==> config.mk <==
export PLATFORM = sky130hd
export DESIGN_NAME = bq3_ctrl
export DESIGN_NICKNAME = d
export VERILOG_FILES = /design/src/hw/rtl/bq3_pkg.sv /design/src/hw/rtl/bq3_ctrl.sv
export SDC_FILE = /design/constraint.sdc
export NUM_CORES = 1
export LEC_CHECK = 0
export BUFFER_PORTS_ARGS = -buffer_cell sky130_fd_sc_hd__buf_2
export CAP_MARGIN = 20
export CORE_AREA = 2 2 39 41
export CTS_CLUSTER_SIZE = 14
export DETAILED_ROUTE_END_ITERATION = 7
export DIE_AREA = 0 0 41 43
export GPL_TIMING_DRIVEN = 0
export PLACE_DENSITY_LB_ADDON = 0.12
export SYNTH_ARGS = -nofsm -noshare
export SYNTH_HDL_FRONTEND = slang
export SYNTH_SLANG_ARGS = --single-unit
==> constraint.sdc <==
create_clock -name clk -period 2.35 [get_ports clk]
set_clock_uncertainty 0.2 [all_clocks]
set_input_delay 0.3525 -clock clk [delete_from_list [all_inputs] [get_ports clk]]
set_output_delay 0.3525 -clock clk [all_outputs]
set_load 0.02 [all_outputs]
==> src/hw/rtl/bq3_pkg.sv <==
package bq3_pkg;

  // Lane and store geometry.
  localparam int LANE_COUNT = 32;
  localparam int LANE_W     = $clog2(LANE_COUNT);
  localparam int ACT_DEPTH  = 512;
  localparam int ACT_AW     = $clog2(ACT_DEPTH);
  localparam int ACT_W      = 64;
  localparam int BLK_W      = 6;
  localparam int PAIR_W     = LANE_W - 1;

  // Input stream packing, lowest bit first.
  localparam int IN_DATA_W   = 192;
  localparam int OFS_AIDX    = 0;
  localparam int OFS_AWORD   = OFS_AIDX + ACT_AW;
  localparam int OFS_BLK     = OFS_AWORD + ACT_W;
  localparam int OFS_P0      = OFS_BLK + BLK_W;
  localparam int OFS_P1      = OFS_P0 + LANE_COUNT;
  localparam int OFS_P2      = OFS_P1 + LANE_COUNT;
  localparam int OFS_SCALE   = OFS_P2 + LANE_COUNT;

  // Operation codes carried in tuser.
  localparam logic OP_LOAD   = 1'b0;
  localparam logic OP_WEIGHT = 1'b1;

  // Default quiet NaN produced by invalid operations.
  localparam logic [31:0] QNAN_DEFAULT = 32'hFFC0_0000;

  typedef enum logic [3:0] {
    ST_IDLE,
    ST_RD,
    ST_MULQ,
    ST_WAITQ,
    ST_MULA,
    ST_WAITA,
    ST_ADD,
    ST_WAITADD,
    ST_TRD_L,
    ST_TRD_R,
    ST_TADD,
    ST_TWAIT,
    ST_EMIT
  } ctrl_state_t;

  typedef enum logic {
    FPU_MUL,
    FPU_ADD
  } fpu_op_t;

  typedef enum logic [1:0] {
    SEL_QS,
    SEL_WA,
    SEL_ACC,
    SEL_TREE
  } opnd_sel_t;

  typedef struct packed {
    logic      load_wr;
    logic      item_take;
    logic      lane_rd;
    logic      lane_next;
    logic      fpu_start;
    opnd_sel_t fpu_sel;
    logic      acc_wr_lane;
    logic      tree_init;
    logic      tree_rd_left;
    logic      tree_rd_right;
    logic      latch_left;
    logic      acc_wr_tree;
    logic      tree_next;
    logic      emit;
  } dp_cmd_t;

  typedef struct packed {
    logic fpu_done;
    logic lane_last;
    logic row_last;
    logic tree_final;
    logic out_busy;
  } dp_status_t;

  // fp32 value of the 3-bit code p0 + 2*p1 - 4*p2.
  function automatic logic [31:0] code_to_f32(input logic p0, input logic p1, input logic p2);
    logic [31:0] r;
    case ({p2, p1, p0})
      3'b000:  r = 32'h0000_0000;
      3'b001:  r = 32'h3F80_0000;
      3'b010:  r = 32'h4000_0000;
      3'b011:  r = 32'h4040_0000;
      3'b100:  r = 32'hC080_0000;
      3'b101:  r = 32'hC040_0000;
      3'b110:  r = 32'hC000_0000;
      3'b111:  r = 32'hBF80_0000;
      default: r = 32'h0000_0000;
    endcase
    return r;
  endfunction

  // Round fp32 bits to bf16, nearest even; NaNs keep their top bits and turn quiet.
  function automatic logic [15:0] bf16_round(input logic [31:0] f);
    logic [31:0] s;
    logic [15:0] r;
    s = f + 32'h0000_7FFF + {31'd0, f[16]};
    if ((f[30:23] == 8'hFF) && (f[22:0] != 23'd0)) begin
      r = f[31:16] | 16'h0040;
    end else begin
      r = s[31:16];
    end
    return r;
  endfunction

endpackage

==> src/hw/rtl/bq3_ctrl.sv <==
module bq3_ctrl (
  input  logic                clk,
  input  logic                rst_n,
  input  logic                in_tvalid,
  input  logic                in_op,
  output logic                in_tready,
  input  bq3_pkg::dp_status_t status,
  output bq3_pkg::dp_cmd_t    cmd
);

  bq3_pkg::ctrl_state_t state_r, state_nxt;

  always_ff @(posedge clk) begin
    if (!rst_n) begin
      state_r <= bq3_pkg::ST_IDLE;
    end else begin
      state_r <= state_nxt;
    end
  end

  // Next state.
  always_comb begin
    state_nxt = state_r;
    case (state_r)
      bq3_pkg::ST_IDLE: begin
        if (in_tvalid && (in_op == bq3_pkg::OP_WEIGHT)) begin
          state_nxt = bq3_pkg::ST_RD;
        end
      end
      bq3_pkg::ST_RD:    state_nxt = bq3_pkg::ST_MULQ;
      bq3_pkg::ST_MULQ:  state_nxt = bq3_pkg::ST_WAITQ;
      bq3_pkg::ST_WAITQ: begin
        if (status.fpu_done) begin
          state_nxt = bq3_pkg::ST_MULA;
        end
      end
      bq3_pkg::ST_MULA:  state_nxt = bq3_pkg::ST_WAITA;
      bq3_pkg::ST_WAITA: begin
        if (status.fpu_done) begin
          state_nxt = bq3_pkg::ST_ADD;
        end
      end
      bq3_pkg::ST_ADD:   state_nxt = bq3_pkg::ST_WAITADD;
      bq3_pkg::ST_WAITADD: begin
        if (status.fpu_done) begin
          if (!status.lane_last) begin
            state_nxt = bq3_pkg::ST_RD;
          end else if (status.row_last) begin
            state_nxt = bq3_pkg::ST_TRD_L;
          end else begin
            state_nxt = bq3_pkg::ST_IDLE;
          end
        end
      end
      bq3_pkg::ST_TRD_L: state_nxt = bq3_pkg::ST_TRD_R;
      bq3_pkg::ST_TRD_R: state_nxt = bq3_pkg::ST_TADD;
      bq3_pkg::ST_TADD:  state_nxt = bq3_pkg::ST_TWAIT;
      bq3_pkg::ST_TWAIT: begin
        if (status.fpu_done) begin
          state_nxt = status.tree_final ? bq3_pkg::ST_EMIT : bq3_pkg::ST_TRD_L;
        end
      end
      bq3_pkg::ST_EMIT: begin
        if (!status.out_busy) begin
          state_nxt = bq3_pkg::ST_IDLE;
        end
      end
      default: state_nxt = bq3_pkg::ST_IDLE;
    endcase
  end

  // Commands to the datapath.
  always_comb begin
    cmd       = '0;
    cmd.fpu_sel = bq3_pkg::SEL_QS;
    in_tready = 1'b0;
    case (state_r)
      bq3_pkg::ST_IDLE: begin
        in_tready     = 1'b1;
        cmd.load_wr   = in_tvalid && (in_op == bq3_pkg::OP_LOAD);
        cmd.item_take = in_tvalid && (in_op == bq3_pkg::OP_WEIGHT);
      end
      bq3_pkg::ST_RD:   cmd.lane_rd = 1'b1;
      bq3_pkg::ST_MULQ: begin
        cmd.fpu_start = 1'b1;
        cmd.fpu_sel   = bq3_pkg::SEL_QS;
      end
      bq3_pkg::ST_MULA: begin
        cmd.fpu_start = 1'b1;
        cmd.fpu_sel   = bq3_pkg::SEL_WA;
      end
      bq3_pkg::ST_ADD: begin
        cmd.fpu_start = 1'b1;
        cmd.fpu_sel   = bq3_pkg::SEL_ACC;
      end
      bq3_pkg::ST_WAITADD: begin
        cmd.acc_wr_lane = status.fpu_done;
        cmd.lane_next   = status.fpu_done && !status.lane_last;
        cmd.tree_init   = status.fpu_done && status.lane_last && status.row_last;
      end
      bq3_pkg::ST_TRD_L: cmd.tree_rd_left = 1'b1;
      bq3_pkg::ST_TRD_R: begin
        cmd.tree_rd_right = 1'b1;
        cmd.latch_left    = 1'b1;
      end
      bq3_pkg::ST_TADD: begin
        cmd.fpu_start = 1'b1;
        cmd.fpu_sel   = bq3_pkg::SEL_TREE;
      end
      bq3_pkg::ST_TWAIT: begin
        cmd.acc_wr_tree = status.fpu_done && !status.tree_final;
        cmd.tree_next   = status.fpu_done && !status.tree_final;
      end
      bq3_pkg::ST_EMIT: cmd.emit = !status.out_busy;
      default: begin
        in_tready = 1'b0;
      end
    endcase
  end

endmodule

==> results of run 1 <==
==> stage by stage <==
step                      hold slack, ns  setup WS, ns
after global placement            0.4326        0.5017
after global routing              0.1795        0.1305
after floorplan                   0.2809        0.2935
after detailed placement          0.4337        0.4965
final                             0.1876        0.2339
after CTS                         0.1819        0.2269
==> cells by family after synthesis <==
| group | share of synthesized area, % |
|---|---|
| compound gates | 17.13 |
| flops | 17.98 |
| simple gates | 49.16 |
| mux | 2.528 |
| buf+inv | 13.20 |
==> layer usage <==
layer  GRT usage (%)  share of wire (%)
met1           20.51                 45
met2           19.06                 44
met3           4.712                8.1
met4           12.00                2.8
met5               0                  0
==> cell type report <==
class,count,area [sq um],area share (%)
Buffer,6,47.55,7.819
Clock buffer,3,22.52,3.704
Multi-Input combinational cell,50,306.5,50.41
Inverter,3,11.26,1.852
Timing Repair Buffer,24,120.1,19.75
Sequential cell,4,80.08,13.17
Tap cell,16,20.02,3.292
==> critical path, cell delays in order (launching register included) <==
cell     delay [ns]
dfxtp_1        0.43
buf_2          0.26
nand3_1        0.12
nor3_1         0.22
buf_4          0.15
buf_2          0.15
==> worst paths after layout <==
check | from | to | slack (ns)
hold / removal | rst_n | state_r[1] | 0.19
setup reg to reg | state_r[1] | state_r[3] | 0.92
hold reg to reg | state_r[0] | state_r[0] | 0.46
setup / recovery | state_r[1] | cmd[2] | 0.23
==> cell usage in the layout, fill, tap and decap left out, types with 3 or more instances in the layout <==
cell type / netlist / routed
buf_2: 2 / 26
nand2_1: 8 / 8
nor2_1: 6 / 6
o21ai_0: 5 / 5
nand3_1: 4 / 4
dfxtp_1: 4 / 4
nand2b_1: 3 / 3
inv_1: 3 / 3
a21oi_1: 3 / 3
a31oi_1: 3 / 3
clkbuf_4: 0 / 3
==> power by group through the flow <==
stage               registers (W)  logic [W]  clock network [W]
global placement         0.000126   0.000378                  0
floorplan                0.000120   0.000287                  0
finish                   0.000124   0.000378          0.0000883
global route             0.000128   0.000417          0.0000991
CTS                      0.000125   0.000380          0.0000899
detailed placement       0.000126   0.000379                  0
==> qor.yml, run 1 <==
timing:
  worst_slew_pin_slew_ns: 0.3018
  relSlewSlack_pct: 79.73
  rsz0062_at_grt: "false"
  tns_ns: 0
  timing.fmax_mhz: 472.6
  finalCritPeriodShare_pct: 90.05
  min_period_ns: 2.116
  setup_viol_count_final: 0
  final_max_slew_viol_count: 0
  hold_viol: 0
global_routing:
  grt_max_degree: 11
  first_global_vias: 405
  grt_pass1_wl_microns: 1759
  grt_use_total_pct: 15.25
  antenna_found_initial: 0
  gr-total-overflow: 0
placed_design:
  dp.cells: 103
  gp_congestion: 0.8300
  dp_hpwl_microns: 899.8
  placed_area_sq_um: 585.6
  numPortBuffers: 24
die:
  die_area_sq_um: 1763
  core_sq_um: 1384
  die_h_microns: 43
  rows: 14
  io_pins: 25
  start_util_pct: 32.19
  chipWidth_microns: 41
synth:
  synth_cell_types: 27
  synth_nets: 72
  synth_area_leaders: "dfxtp_1 (18%), nand2_1 (6.7%), o21ai_0 (5.6%)"
  synth.avg_cell_area_sq_um: 7.070
  synth_largest_area_cell: "dfxtp_1"
  synth_top_area_share_pct: 17.98
  synth_common_cells: "nand2_1 (8), nor2_1 (6), o21ai_0 (5), dfxtp_1 (4), nand3_1 (4)"
  synth-main-ff-cell: "dfxtp_1"
  synth_warnings: 0
  syn_area_sq_um: 445.4
  ys_async_sr_fraction_pct: 0
  synth_edf_count: 0
  ys_seq_elements: 4
  yosysMostFrequentCell: "nand2_1"
  seq_area_frac_synth_pct: 17.98
  synthCells: 63
power_and_ir_drop:
  power_density_nw_per_um2: 970.1
  irDropWorstVdd_mv: 0.3218
  p_int_w: 0.0003024
  seq_power_share_pct: 20.9
  p_clk_share_pct: 15.0
  sw_frac_of_total_pct: 48.74
  p_switching_w: 0.0002876
  combPwrFrac_pct: 64.1
  power_w: 0.0005899
  p_leak_nw: 0.3225
clock_network:
  cts_tree: "yes"
  h-tree-depth: 1
  cts_root_buffer: "clkbuf_4"
  cts.sinks: 4
  cts_hold_buf: 0
  cts_made_buffers: 3
  clkLatencyLatePin_ns: 0.24
  cts_resized: 0
  post_cts_buffers: 0
  clkTransAtPathRegs_ns: 0.04
  clockBufferDepth: 2
cells_and_area:
  nets: 101
  fillers: 147
  instances_no_fill: 106
  largest_reg_flops: 4
  utilization_pct: 43.94
  area_growth_pct: 36.52
  drive_gt1_share_pct: 42.22
  diodes: 0
  design_area_sq_um: 608.1
  top_register: "state_r"
  top_regs: "state_r (4)"
critical_path:
  worstPathMaxFanout: 10
  start_kind: "flip-flop"
  reg2reg_depth: 4
  worst_ep_arrival_time_ns: 1.56
  critPathRequiredTime_ns: 1.80
  critPathKind: "reg2out"
  endpoint_kind: "output pin"
routing:
  drc: 0
  vias: 539
  vias_per_cell: 5.085
  wl_per_cell_microns: 11.07
  routed_wl_microns: 1173
  ant_nets: 0
  first_pass_iters: 4
  first_iter_violations: 17
hold_path:
  hold_path.class: "in2reg"
  holdPathStages: 3
outcome:
  status: "complete, no violations"
run:
  cap_violations: 0
(Power assumes the default switching activity.)
==> inputs of run 2 (changes only) <==
--- a/config.mk
+++ b/config.mk
@@ -5,6 +5,7 @@
 export SDC_FILE = /design/constraint.sdc
 export NUM_CORES = 1
 export LEC_CHECK = 0
+export ABC_AREA = 1
 export BUFFER_PORTS_ARGS = -buffer_cell sky130_fd_sc_hd__buf_2
 export CAP_MARGIN = 20
 export CORE_AREA = 2 2 39 41
==> qor.yml, run 2 <==
outcome:
  status: "complete, no violations"  # unchanged
power_and_ir_drop:
  p_int_w: 0.0001695  # was 0.0003024 W
  irDropWorstVdd_mv: 0.3422  # was 0.3218 mV
  combPwrFrac_pct: 40.4  # was 64.1%
  sw_frac_of_total_pct: 39.22  # was 48.74%
  power_w: 0.0002788  # was 0.0005899 W
  p_leak_nw: 0.3458  # was 0.3225 nW
  p_switching_w: 0.0001093  # was 0.0002876 W
  seq_power_share_pct: 30.7  # was 20.9%
  p_clk_share_pct: 28.9  # was 15.0%
  power_density_nw_per_um2: 494.1  # was 970.1 nW/um^2
synth:
  synthAdderAreaFrac_pct: 0  # unchanged
  synthSimpleGateAreaFrac_pct: 53.89  # was 49.16%
  yosysMostFrequentCell: "nand2_1"  # unchanged
  synth_warnings: 0  # unchanged
  syn_area_sq_um: 401.6  # was 445.4 sq um
  synth_top_family_by_area: "simple AND/OR/NAND/NOR gates"  # unchanged
  synth_compound_area_share_pct: 10.28  # was 17.13%
  ys_async_sr_fraction_pct: 0  # unchanged
  ys_seq_elements: 4  # unchanged
  synth_area_leaders: "nand2_1 (22%), dfxtp_1 (20%), inv_1 (12%)"  # was dfxtp_1 (18%), nand2_1 (6.7%), o21ai_0 (5.6%)
  seq_area_frac_synth_pct: 19.94  # was 17.98%
  synth_nets: 86  # was 72
  synth.avg_cell_area_sq_um: 5.216  # was 7.070 sq um
  synthMuxAreaShare_pct: 0  # was 2.528%
  synth_xor_area_share_pct: 0  # unchanged
  synth_edf_count: 0  # unchanged
  synth_top_area_share_pct: 22.43  # was 17.98%
  synth_largest_area_cell: "nand2_1"  # was dfxtp_1
  synth-main-ff-cell: "dfxtp_1"  # unchanged
  synth_cell_types: 13  # was 27
  synthCells: 77  # was 63
  synth_common_cells: "nand2_1 (24), inv_1 (13), nor2_1 (11), a21oi_1 (7), nand3_1 (6)"  # was nand2_1 (8), nor2_1 (6), o21ai_0 (5), dfxtp_1 (4), nand3_1 (4)
hold_path:
  holdPathStages: 3  # unchanged
  hold_path.class: "in2reg"  # unchanged
routing:
  wl_per_cell_microns: 8.850  # was 11.07 microns
  vias_per_cell: 4.592  # was 5.085
  ant_nets: 0  # unchanged
  routed_wl_microns: 1062  # was 1173 microns
  first_iter_violations: 12  # was 17
  drc: 0  # unchanged
  vias: 551  # was 539
  first_pass_iters: 4  # unchanged
clock_network:
  post_cts_buffers: 0  # unchanged
  cts_made_buffers: 3  # unchanged
  clkTransAtPathRegs_ns: 0.03  # was 0.04 ns
  h-tree-depth: 1  # unchanged
  cts_tree: "yes"  # unchanged
  clkLatencyLatePin_ns: 0.23  # was 0.24 ns
  cts_resized: 0  # unchanged
  clockBufferDepth: 2  # unchanged
  cts.sinks: 4  # unchanged
  cts_root_buffer: "clkbuf_4"  # unchanged
  cts_hold_buf: 0  # unchanged
critical_path:
  reg2reg_depth: 6  # was 4
  worst_ep_arrival_time_ns: 1.43  # was 1.56 ns
  critPathKind: "reg2out"  # unchanged
  crit_chain: "nand2_2, nor4_1, buf_4, buf_2"  # was buf_2, nand3_1, nor3_1, buf_4, buf_2
  start_kind: "flip-flop"  # unchanged
  worstPathMaxFanout: 6  # was 10
  cp_slowest_stage_delay_ns: 0.45  # was 0.43 ns
  endpoint_kind: "output pin"  # unchanged
  critPathRequiredTime_ns: 1.80  # about the same
  slowest_stage: "dfxtp_1"  # unchanged
die:
  start_util_pct: 29.02  # was 32.19%
  core_sq_um: 1384  # unchanged
  io_pins: 25  # unchanged
  rows: 14  # unchanged
  die_h_microns: 43  # unchanged
  chipWidth_microns: 41  # unchanged
  die_area_sq_um: 1763  # unchanged
timing:
  timing.fmax_mhz: 504.9  # was 472.6 MHz
  final_max_slew_viol_count: 0  # unchanged
  relSlewSlack_pct: 79.22  # was 79.73%
  setup_viol_count_final: 0  # unchanged
  rsz0062_at_grt: "false"  # unchanged
  worst_slew_pin_slew_ns: 0.3089  # was 0.3018 ns
  tns_ns: 0  # unchanged
  finalCritPeriodShare_pct: 84.29  # was 90.05%
  hold_viol: 0  # unchanged
  min_period_ns: 1.981  # was 2.116 ns
placed_design:
  dp_hpwl_microns: 865.2  # was 899.8 microns
  placed_area_sq_um: 541.8  # was 585.6 sq um
  gp_congestion: 0.8179  # was 0.8300
  dp.cells: 117  # was 103
  numPortBuffers: 24  # unchanged
cells_and_area:
  diodes: 0  # unchanged
  drive_gt1_share_pct: 31.73  # was 42.22%
  design_area_sq_um: 564.3  # was 608.1 sq um
  area_growth_pct: 40.50  # was 36.52%
  nets: 115  # was 101
  instances_no_fill: 120  # was 106
  top_regs: "state_r (4)"  # unchanged
  final_cell_mix: "nand2_1 (24), buf_2 (24), inv_1 (13), nor2_1 (11), a21oi_1 (7)"  # was buf_2 (26), nand2_1 (8), nor2_1 (6), o21ai_0 (5)
  largest_reg_flops: 4  # unchanged
  top_register: "state_r"  # unchanged
global_routing:
  first_global_vias: 406  # was 405
  grt_pass1_wl_microns: 1635  # was 1759 microns
  gr-total-overflow: 0  # unchanged
  grt_max_degree: 8  # was 11
  grt_use_total_pct: 13.77  # was 15.25%
  antenna_found_initial: 0  # unchanged
run:
  cap_violations: 0  # unchanged
[run 2: routing by layer]
| layer | vias up | track usage (%) | wire length [microns] |
|---|---|---|---|
| met4 | 0 | 10.00 | 0 |
| met3 | 0 | 3.141 | 51 |
| met2 | 15 | 18.13 | 495 |
| met1 | 239 | 18.71 | 515 |
| li1 | 297 | - | - |
| met5 | - | 0 | 0 |
[run 2: power groups by stage]
stage / Clock, W / Combinational [W] / Sequential, W
floorplan: 0 / 0.0000815 / 0.0000836
global placement: 0 / 0.000113 / 0.0000862
detailed placement: 0 / 0.000113 / 0.0000863
CTS: 0.0000859 / 0.000113 / 0.0000852
global route: 0.0000864 / 0.000128 / 0.0000866
finish: 0.0000806 / 0.000113 / 0.0000856
[run 2: cell type report]
cell class / count / area, sq um
Multi-Input combinational cell: 58 / 257.7
Timing Repair Buffer: 24 / 120.1
Buffer: 2 / 15.01
Inverter: 13 / 48.80
Fill cell: 166 / 819.5
Tap cell: 16 / 20.02
Clock buffer: 3 / 22.52
Sequential cell: 4 / 80.08
[run 2: path summary, 6_finish.rpt]
kind | startpoint | endpoint | slack, ns
worst max-delay path | state_r[0] | cmd[2] | 0.37
worst min-delay path | rst_n | state_r[0] | 0.19
worst min register to register | state_r[2] | state_r[2] | 0.34
worst max register to register | state_r[3] | state_r[3] | 0.93
[run 2: per-stage QoR]
| stage | util [%] | hold WS [ns] | worst slack [ns] |
|---|---|---|---|
| after CTS | 40.78 | 0.1813 | 0.3667 |
| after floorplan | - | 0.2935 | 0.2459 |
| final | 40.78 | 0.1878 | 0.3693 |
| after global routing | 40.78 | 0.2013 | 0.2541 |
| after detailed placement | 39.15 | 0.3288 | 0.6159 |
| after global placement | 39.15 | 0.3212 | 0.6304 |
[run 2: cell families after synthesis]
logic type | count (synthesis)
DFF | 4
AOI/OAI and AO/OA | 8
buffers and inverters | 15
and+or+nand+nor | 50
[run 2: worst max-delay path, delay by kind of cell (launching register included)]
| family | cells | cell delay [ns] |
|---|---|---|
| flops | 1 | 0.45 |
| buf+inv | 2 | 0.31 |
| simple gates | 2 | 0.44 |
==> inputs of run 3 (changes only) <==
--- a/config.mk
+++ b/config.mk
@@ -5,7 +5,7 @@
 export SDC_FILE = /design/constraint.sdc
 export NUM_CORES = 1
 export LEC_CHECK = 0
-export ABC_AREA = 1
+export ABC_AREA = 0
 export BUFFER_PORTS_ARGS = -buffer_cell sky130_fd_sc_hd__buf_2
 export CAP_MARGIN = 20
 export CORE_AREA = 2 2 39 41
==> constraint.sdc (replaced) <==
create_clock -name clk -period 1.8 [get_ports clk]
set_clock_uncertainty 0.2 [all_clocks]
set_input_delay 0.27 -clock clk [delete_from_list [all_inputs] [get_ports clk]]
set_output_delay 0.27 -clock clk [all_outputs]
set_load 0.02 [all_outputs]
==> qor.yml, run 3 (synthesis results as in run 1) <==
cells_and_area:
  area_growth_pct: 72.75  # was 40.50%
  layout_commonest_cell: "buf_2"
  final_cell_mix: "buf_2 (18), buf_4 (11), nand2_1 (7), o21ai_0 (5)"  # was nand2_1 (24), buf_2 (24), inv_1 (13), nor2_1 (11), a21oi_1 (7)
  top_regs: "state_r (4)"  # unchanged
  drive_gt1_share_pct: 57.29  # was 31.73%
  nets: 107  # was 115
  fillers: 139  # was 166
  top_register: "state_r"  # unchanged
  diodes: 0  # unchanged
  largest_reg_flops: 4  # unchanged
critical_path:
  critPathBufInv: 2  # unchanged
  reg2reg_depth: 6  # unchanged
  slowest_stage: "dfxtp_4"  # was dfxtp_1
  cp_slowest_stage_delay_ns: 0.36  # was 0.45 ns
  crit_chain: "inv_1, nand2_2, mux2_4, nor2_4, buf_6"  # was nand2_2, nor4_1, buf_4, buf_2
  r2r_start: "state_r[0]"  # was state_r[3]
  path_delay_family: "flip-flops"  # unchanged
  reg2reg_slack_ns: 0.26  # was 0.93 ns
  worst_ep_arrival_time_ns: 1.34  # was 1.43 ns
  start_kind: "flip-flop"  # unchanged
  r2r_end: "state_r[3]"  # unchanged
  endpoint_kind: "output pin"  # unchanged
  critPathRequiredTime_ns: 1.33  # was 1.80 ns
  critPathKind: "reg2out"  # unchanged
  worstPathMaxFanout: 4  # was 6
clock_network:
  cts_made_buffers: 3  # unchanged
  cts.sinks: 4  # unchanged
  clockBufferDepth: 2  # unchanged
  clkTransAtPathRegs_ns: 0.04  # was 0.03 ns
  cts_tree: "yes"  # unchanged
  h-tree-depth: 1  # unchanged
  cts_hold_buf: 0  # unchanged
  clkLatencyLatePin_ns: 0.24  # was 0.23 ns
  cts_root_buffer: "clkbuf_4"  # unchanged
hold_path:
  holdPathStages: 3  # unchanged
  min_to: "state_r[0]"  # unchanged
  min-delay-start: "rst_n"  # unchanged
  hold_path.class: "in2reg"  # unchanged
timing:
  fin_ws_ns: -0.01122  # was 0.3693 ns
  min_period_ns: 1.811
  fin_hold_ws_ns: 0.08793  # was 0.1878 ns
  setup_viol_count_final: 2  # was 0
  rsz0062_at_grt: "true"  # was false
  hold_viol: 0  # unchanged
  worst_slew_pin_slew_ns: 0.3195  # was 0.3089 ns
  relSlewSlack_pct: 78.54  # was 79.22%
  timing.fmax_mhz: 552.1
  final_max_slew_viol_count: 0  # unchanged
  finalCritPeriodShare_pct: 100.6
placed_design:
  numPortBuffers: 24  # unchanged
  gp_congestion: 0.7859  # was 0.8179
  dp_hpwl_microns: 891.3  # was 865.2 microns
routing:
  drc: 0  # unchanged
  routed_wl_microns: 1328  # was 1062 microns
  wl_per_cell_microns: 11.86  # was 8.850 microns
  ant_nets: 0  # unchanged
  vias_per_cell: 5.009  # was 4.592
  first_iter_violations: 10  # was 12
  vias: 561  # was 551
  first_pass_iters: 4  # unchanged
die:
  chipWidth_microns: 41  # unchanged
  die_area_sq_um: 1763  # unchanged
  io_pins: 25  # unchanged
  start_util_pct: 32.19  # was 29.02%
  rows: 14  # unchanged
  die_h_microns: 43  # unchanged
  core_sq_um: 1384  # unchanged
outcome:
  status: "complete, but fails checks"  # was complete, no violations
  violations: "setup timing"
global_routing:
  grt_max_degree: 11  # was 8
  first_global_vias: 433  # was 406
  antenna_found_initial: 0  # unchanged
  grt_pass1_wl_microns: 1849  # was 1635 microns
  gr-total-overflow: 0  # unchanged
  grt_use_total_pct: 15.32  # was 13.77%
power_and_ir_drop:
  power_w: 0.001030  # was 0.0002788 W
  p_leak_nw: 0.3771  # was 0.3458 nW
  irDropWorstVdd_mv: 0.5110  # was 0.3422 mV
  power_density_nw_per_um2: 1339  # was 494.1 nW/um^2
run:
  cap_violations: 0  # unchanged
==> run 3: cell type report <==
class	count	area (sq um)	share of cell area [%]
Sequential cell	4	91.34	11.87
Buffer	5	60.06	7.805
Multi-Input combinational cell	50	356.6	46.34
Clock buffer	3	22.52	2.927
Inverter	3	11.26	1.463
Timing Repair Buffer	31	207.7	26.99
Tap cell	16	20.02	2.602
==> run 3: worst reg2reg max path, delay by kind of cell, from the launching register on <==
family | cells | cell delay [ns]
AOI/OAI and AO/OA | 1 | 0.18
buffers and inverters | 3 | 0.34
DFF | 1 | 0.37
and+or+nand+nor | 2 | 0.37
==> run 3: repair_timing <==
item	CTS	global route
setup buffers	0	7
setup endpoints to repair	13	7
pin swaps	2	5
gates resized for setup	14	17
endpoints found under the hold margin	0	0
==> run 3: power breakdown <==
part	internal [W]	switching (W)	total, W	leakage, nW
clock network	0.0000748	0.0000403	0.000115	0.0138
registers	0.000132	0.0000502	0.000182	0.0348
logic	0.000377	0.000356	0.000733	0.328
total	0.000584	0.000447	0.00103	0.377
==> run 3: worst max path at each step <==
stage | startpoint | end | cells past startpoint
floorplan | state_r[1] | cmd[2] | 4
global placement | state_r[2] | cmd[4] | 5
detailed placement | state_r[1] | cmd[8] | 4
CTS | state_r[1] | cmd[8] | 4
global route | state_r[0] | cmd[14] | 4
finish | state_r[2] | cmd[8] | 5
==> run 3: stage by stage <==
step	std cells	worst slack (ns)	TNS (ns)	cell area, sq um	utilization (%)
after floorplan	63	0.04848	0	450.4	-
after global placement	103	0.06362	0	590.6	42.68
after detailed placement	103	0.05298	0	590.6	42.68
after CTS	106	-0.001155	-0.001155	645.6	46.65
after global routing	112	-0.05958	-0.1805	769.5	55.61
final	112	-0.01122	-0.01254	769.5	55.61
==> run 3: metal layers <==
layer / track usage (%) / vias up / routed length (microns)
met5: 0 / - / 0
met4: 10.00 / 0 / 14
met3: 3.141 / 2 / 100
met2: 21.25 / 23 / 639
met1: 20.38 / 247 / 574
li1: - / 289 / -
